[config.mk]
export PLATFORM = sky130hd
export DESIGN_NAME = shtli_ram
export DESIGN_NICKNAME = d
export VERILOG_FILES = /design/src/rtl/core/shtli_ram.sv
export SDC_FILE = /design/constraint.sdc
export NUM_CORES = 1
export LEC_CHECK = 0
export BUFFER_PORTS_ARGS = -buffer_cell sky130_fd_sc_hd__buf_4
export CAP_MARGIN = 20
export CORE_MARGIN = 4
export CORE_UTILIZATION = 50
export CTS_CLUSTER_SIZE = 20
export DETAILED_ROUTE_END_ITERATION = 12
export GPL_ROUTABILITY_DRIVEN = 1
export HOLD_SLACK_MARGIN = 0.1
export PLACE_DENSITY = 0.64
export RECOVER_POWER = 25
export SKIP_LAST_GASP = 1
export SYNTH_ARGS = -nofsm -noshare
export SYNTH_HDL_FRONTEND = slang
export SYNTH_SLANG_ARGS = --single-unit
[constraint.sdc]
create_clock -name clk_i -period 2.5 [get_ports clk_i]
set_input_delay 0.375 -clock clk_i [delete_from_list [all_inputs] [get_ports clk_i]]
set_output_delay 0.375 -clock clk_i [all_outputs]
set_load 0.005 [all_outputs]
[src/rtl/core/shtli_ram.sv]
module shtli_ram #(
  parameter int unsigned WIDTH = 8,
  parameter int unsigned DEPTH = 64
) (
  input  logic                     clk_i,
  input  logic                     we_i,
  input  logic [$clog2(DEPTH)-1:0] waddr_i,
  input  logic [WIDTH-1:0]         wdata_i,
  input  logic                     re_i,
  input  logic [$clog2(DEPTH)-1:0] raddr_i,
  output logic [WIDTH-1:0]         rdata_o
);

  logic [WIDTH-1:0] mem_q [DEPTH];
  logic [WIDTH-1:0] rdata_q;

  always_ff @(posedge clk_i) begin
    if (we_i) begin
      mem_q[waddr_i] <= wdata_i;
    end
    if (re_i) begin
      rdata_q <= mem_q[raddr_i];
    end
  end

  assign rdata_o = rdata_q;

endmodule

==> reports/metrics.yaml, run 1 <==
run_status:
  status: "complete, no violations"
grt:
  grt_use_total: 0.210
  grt_first_pass_wirelength_um: 67500
  gr-total-overflow: 0
  use_met2: 0.326
  antenna_found_initial: 0
  gr-usage-met1: 0.310
  grt_max_degree: 65
  first_global_vias: 10000
  top_usage_layer: "met2"
  met3_usage: 0.0371
cells_and_area:
  final_cell_mix: "edfxtp_1, buf_4, mux4_2"
  final_area_mm2: 0.0236
  final_common_cell: "edfxtp_1"
  n_antenna_cell: 0
  syn2layout_area_growth_pct: 16.3
  nets: 1118
  drive_gt1_frac: 0.324
cts:
  root_buffer: "clkbuf_16"
  cts_buffer_depth: 3
  insertion_delay_ps: 580
  cts_buffers: 51
  post-cts-setup-buffer-count: 0
  cts_tree: "yes"
  clock_sinks: 520
  post_cts_resize_count: 0
  hold_buffers: 0
  htree_levels: 2
  clk_pin_slew_worst_paths_ps: 60
sta:
  period_share: 0.886
  max_freq_mhz: 451
  setup_viol_count_final: 0
  hold_violations: 0
  fin_worst_skew_ps: 9.85
  period_needed_ps: 2220
  slew_viol_final: 0
  rsz0062_at_grt: "no"
  hold_ws_ps: 292
  worst_slew_pin_slew_ps: 1370
  max_slew_margin: 0.0850
critical_path:
  critPathBufInv: 1
  crit_path_max_incr_delay_ps: 610
  crit_family: "compound AO/OA/AOI/OAI gates"
  r2r_slack_ps: 280
  cpMaxStageDelayCell: "a2111oi_0"
  cp.required_ps: 2820
  cp.arrival_ps: 2530
  cp-end-kind: "flop"
  cp_cell_sequence: "mux4_2 -> nor2b_1 -> a2111oi_0 -> buf_4 -> o41ai_1"
  critPathLaunchType: "flop"
  crit_type: "reg2reg"
  worst-path-max-fanout: 1
run:
  maxCapViolations: 0
pwr:
  p_leak_nw: 7.62
  vdd_drop_max_v: 0.000451
  p_total_mw: 18.4
  p_per_area_mw_per_mm2: 781
logic_synthesis:
  synth_seq_cells: 520
  synth_area_per_cell_um2: 21.5
  synthFlopType: "edfxtp_1"
  synth_area_mm2: 0.0202
  synthDistinctLibCells: 39
  yosysWarnings: 0
  yosysSeqAreaShare: 0.771
  synthArstFlopShare: 0
  synthesis.nets: 963
  synth_cells: 940
  synth_edf_count: 520
routing:
  vias: 9790
  vias_per_cell: 5.89
  drc: 0
  detail_route.first_pass.iterations: 5
  wl_um: 45000
  detail_route.iter0.violations: 1084
  avgRoutedWirePerCell_um: 27.1
  drtAntennaViolNets: 0
place:
  hpwl_um: 28400
  placed_area_mm2: 0.0219
  gp_congestion: 0.824
  portBuffers: 30
floorplanning:
  start_util: 0.507
  die_x_um: 209
  std_cell_rows: 73
  io_pins: 31
  core_mm2: 0.0399
  die-area_mm2: 0.0438
  fp.dieH_um: 209
min_path:
  hp-class: "in2reg"
cell type report:
| type | count | area [µm²] |
|---|---|---|
| clock buffers | 59 | 1350 |
| repair buffers | 153 | 1270 |
| flip-flops and latches | 520 | 15600 |
| fillers | 2816 | 16400 |
| well taps | 525 | 657 |
| clock inverters | 36 | 345 |
| multi-input cells | 369 | 4320 |
cell families after synthesis:
kind of cell,count (synthesis),share of synthesized area
DFF,520,0.771
buffers and inverters,51,0.0156
muxes,162,0.159
AOI/OAI and AO/OA,54,0.0206
and+or+nand+nor,153,0.0337
power by group:
group	internal [mW]	switching, mW
clock network	4.57	3.18
logic	0.393	0.545
registers	9.68	0.0276
total	14.6	3.75
sequential cells by signal (all words and copies together), names as in the netlist:
register / count
rdata_o: 8
mem_q: 512
worst register-to-register path, stage by stage (launching register included):
cell       delay (ps)
edfxtp_1          370
mux4_2            470
nor2b_1           160
a2111oi_0         610
buf_4             260
o41ai_1            80
cell usage after synthesis, drive strengths merged, types with 2 or more instances:
library cell,n,share of area
nor2,83,0.015
mux4,126,0.14
o2111ai,3,0.0013
o2bb2ai,3,0.0013
o221ai,8,0.0035
buf,34,0.012
o21ai,4,0.00099
o221a,2,0.0011
nand3,13,0.0032
edfxtp,520,0.77
a221oi,6,0.0026
nand2,19,0.0035
o32ai,2,0.00087
o21a,2,0.00074
mux2,13,0.0072
mux2i,23,0.011
nor3,7,0.0017
a22oi,3,0.0011
nand2b,7,0.0022
nor2b,14,0.0043
nand4,2,0.00062
clkbuf,17,0.0032
nand3b,3,0.0011
a21oi,3,0.00074
o22ai,8,0.0025
nor4,2,0.00062
o41ai,2,0.00087
a211oi,4,0.0015
a2111oi,2,0.00087
worst paths after layout:
| path | end | startpoint | cells after the start |
|---|---|---|---|
| max reg2reg | rdata_o[3] | mem_q[3][3] | 5 |
| min | rdata_o[5] | raddr_i[5] | 2 |
| min reg2reg | rdata_o[6] | mem_q[31][6] | 3 |
| max | rdata_o[3] | mem_q[3][3] | 5 |
per-layer routing:
metal	wire, µm	up-vias	part of all wire
met2	21600	349	0.48
met3	2930	73	0.065
met1	19100	5128	0.43
li1	-	4240	-
met4	1280	0	0.029
met5	0	-	0
per-stage QoR:
| step | instances | TNS, ps | setup WS, ps | utilization |
|---|---|---|---|---|
| 3_5_place_dp | 1567 | -362 | -181 | 0.548 |
| 6_report | 1662 | 0 | 285 | 0.590 |
| 2_1_floorplan | 940 | 0 | 319 | - |
| 5_1_grt | 1662 | 0 | 149 | 0.590 |
| 3_3_place_gp | 1567 | -359 | -184 | 0.548 |
| 4_1_cts | 1662 | 0 | 283 | 0.591 |
Power figures use the tool's default switching activity.
==> run 2, diff against run 1 <==
PLACE_DENSITY = 0.66   (was 0.64)
clock period = 1.78 ns   (was 2.5 ns; I/O delays follow)
==> reports/metrics.yaml, run 2 (synthesis results as in run 1) <==
run_status:
  status: "complete, but fails checks"
  violations: "setup timing"
cells_and_area:
  largest_register_ffs: 512  # unchanged
  largest-register: "mem_q"
  final_cell_mix: "edfxtp_1, buf_4, mux4_2"
  drive_gt1_frac: 0.350  # +0.0262
  nets: 1153  # +3.1%
  n_antenna_cell: 0  # unchanged
  final_common_cell: "edfxtp_1"
  syn2layout_area_growth_pct: 17.3
sta:
  max_slew_margin: 0.0609  # -0.0241
  period_needed_ps: 1990  # -227 ps
  hold_violations: 0  # unchanged
  slew_viol_final: 0  # unchanged
  hold_ws_ps: 158  # -134 ps
  period_share: 1.12  # +0.231
  setup_viol_count_final: 8  # +8
  max_freq_mhz: 503  # +11%
  worst_slew_pin_slew_ps: 1410  # +36.1 ps
  setup_slack_ps: -209  # -493 ps
  rsz0062_at_grt: "yes"
  fin_worst_skew_ps: 20.6  # +10.7 ps
cts:
  cts_buffers: 50  # -2.0%
  cts_buffer_depth: 3  # unchanged
  htree_levels: 2  # unchanged
  insertion_delay_ps: 590  # about the same
  clock_sinks: 520  # unchanged
  post-cts-setup-buffer-count: 0  # unchanged
  clk_pin_slew_worst_paths_ps: 60  # about the same
  cts_tree: "yes"
  root_buffer: "clkbuf_16"
floorplanning:
  start_util: 0.507  # unchanged
  fp.dieH_um: 209  # unchanged
  die-area_mm2: 0.0438  # unchanged
  die_x_um: 209  # unchanged
  std_cell_rows: 73  # unchanged
  io_pins: 31  # unchanged
  core_mm2: 0.0399  # unchanged
routing:
  vias_per_cell: 5.94  # +0.88%
  drtAntennaViolNets: 0  # unchanged
  drc: 0  # unchanged
  vias: 10100  # +2.8%
  avgRoutedWirePerCell_um: 26.4  # -2.4%
  detail_route.iter0.violations: 968  # -11%
  wl_um: 44800  # -0.48%
  detail_route.first_pass.iterations: 5  # unchanged
grt:
  first_global_vias: 10300  # +3.1%
  antenna_found_initial: 0  # unchanged
  grt_first_pass_wirelength_um: 67300  # -0.34%
  grt_use_total: 0.208  # -0.00217
  grt_max_degree: 65  # unchanged
  gr-total-overflow: 0  # unchanged
critical_path:
  r2r-start: "mem_q[16][4]"
  cp.required_ps: 2110  # -710 ps
  r2r_slack_ps: -210  # -490 ps
  cp-end-kind: "flop"
  crit_family: "multiplexers"
  cpMaxStageDelayCell: "mux4_2"
  crit_path_max_incr_delay_ps: 460  # -150 ps
  critPathLaunchType: "flop"
  worst-path-max-fanout: 1  # unchanged
  critPathBufInv: 0  # -1
  crit_type: "reg2reg"
  cp.arrival_ps: 2320  # -210 ps
  cp_cell_sequence: "mux4_2 -> mux2_2 -> o221a_4 -> nor3_4 -> o32ai_2"
  startpoint: "mem_q[16][4]"
pwr:
  p_leak_nw: 7.74  # +1.6%
  p_per_area_mw_per_mm2: 1050  # +34%
  vdd_drop_max_v: 0.000705  # +56%
  p_total_mw: 24.9  # +35%
place:
  gp_congestion: 0.843  # +2.3%
  portBuffers: 30  # unchanged
  hpwl_um: 28400  # -0.25%
min_path:
  hold_start: "raddr_i[5]"
  hp-class: "in2reg"
run:
  maxCapViolations: 0  # unchanged
-- run 2: cell types whose count changed in the layout (fill, tap and decap cells not counted), sizes merged --
cell,previous run,this run
bufinv,7,2
clkbuf,68,72
buf,144,179
clkinvlp,3,0
clkinv,26,25
dlygate4sd3,0,2
-- run 2: through the flow --
stage          setup WS, ps  setup TNS [ps]  std cells  utilization  cell area, µm²
3_5_place_dp           -846           -5140       1602        0.554           22100
5_1_grt                -230           -1430       1694        0.595           23700
2_1_floorplan          -172           -1340        940            -           20300
6_report               -209           -1130       1694        0.595           23700
3_3_place_gp           -792           -4960       1602        0.554           22100
4_1_cts                -186           -1070       1695        0.595           23800
-- run 2: timing repair --
action	4_1_cts	5_1_grt
hold buffers	2	0
pin swaps	7	0
endpoints found under the hold margin	30	0
resized for setup	24	2
endpoints found under the setup margin	8	8
-- run 2: path summary, 6_finish.rpt --
path	to	cells past startpoint
max	rdata_o[4]	5
min	rdata_o[5]	2
max reg2reg	rdata_o[4]	5
min reg2reg	rdata_o[6]	3
-- run 2: per-layer routing --
| layer | global-route usage | up-vias | routed length, µm |
|---|---|---|---|
| met5 | 0 | - | 0 |
| met4 | 0.0635 | 0 | 1320 |
| met3 | 0.0497 | 79 | 3730 |
| met2 | 0.328 | 404 | 21800 |
| met1 | 0.293 | 5255 | 18000 |
| li1 | - | 4328 | - |
-- run 2: where the power goes --
part | leakage (nW) | internal (mW) | switching (mW)
combinational | 2.31 | 0.617 | 0.820
sequential | 4.69 | 13.6 | 0.0383
clock | 0.748 | 5.54 | 4.29
-- run 2: layout make-up --
| cell class | instances | area, µm² |
|---|---|---|
| multi-input combinational | 369 | 4440 |
| clock buffer | 64 | 1330 |
| tap | 525 | 657 |
| clock inverter | 27 | 193 |
| sequential | 520 | 15600 |
| fill | 2825 | 16200 |
| timing repair buffer | 189 | 1510 |
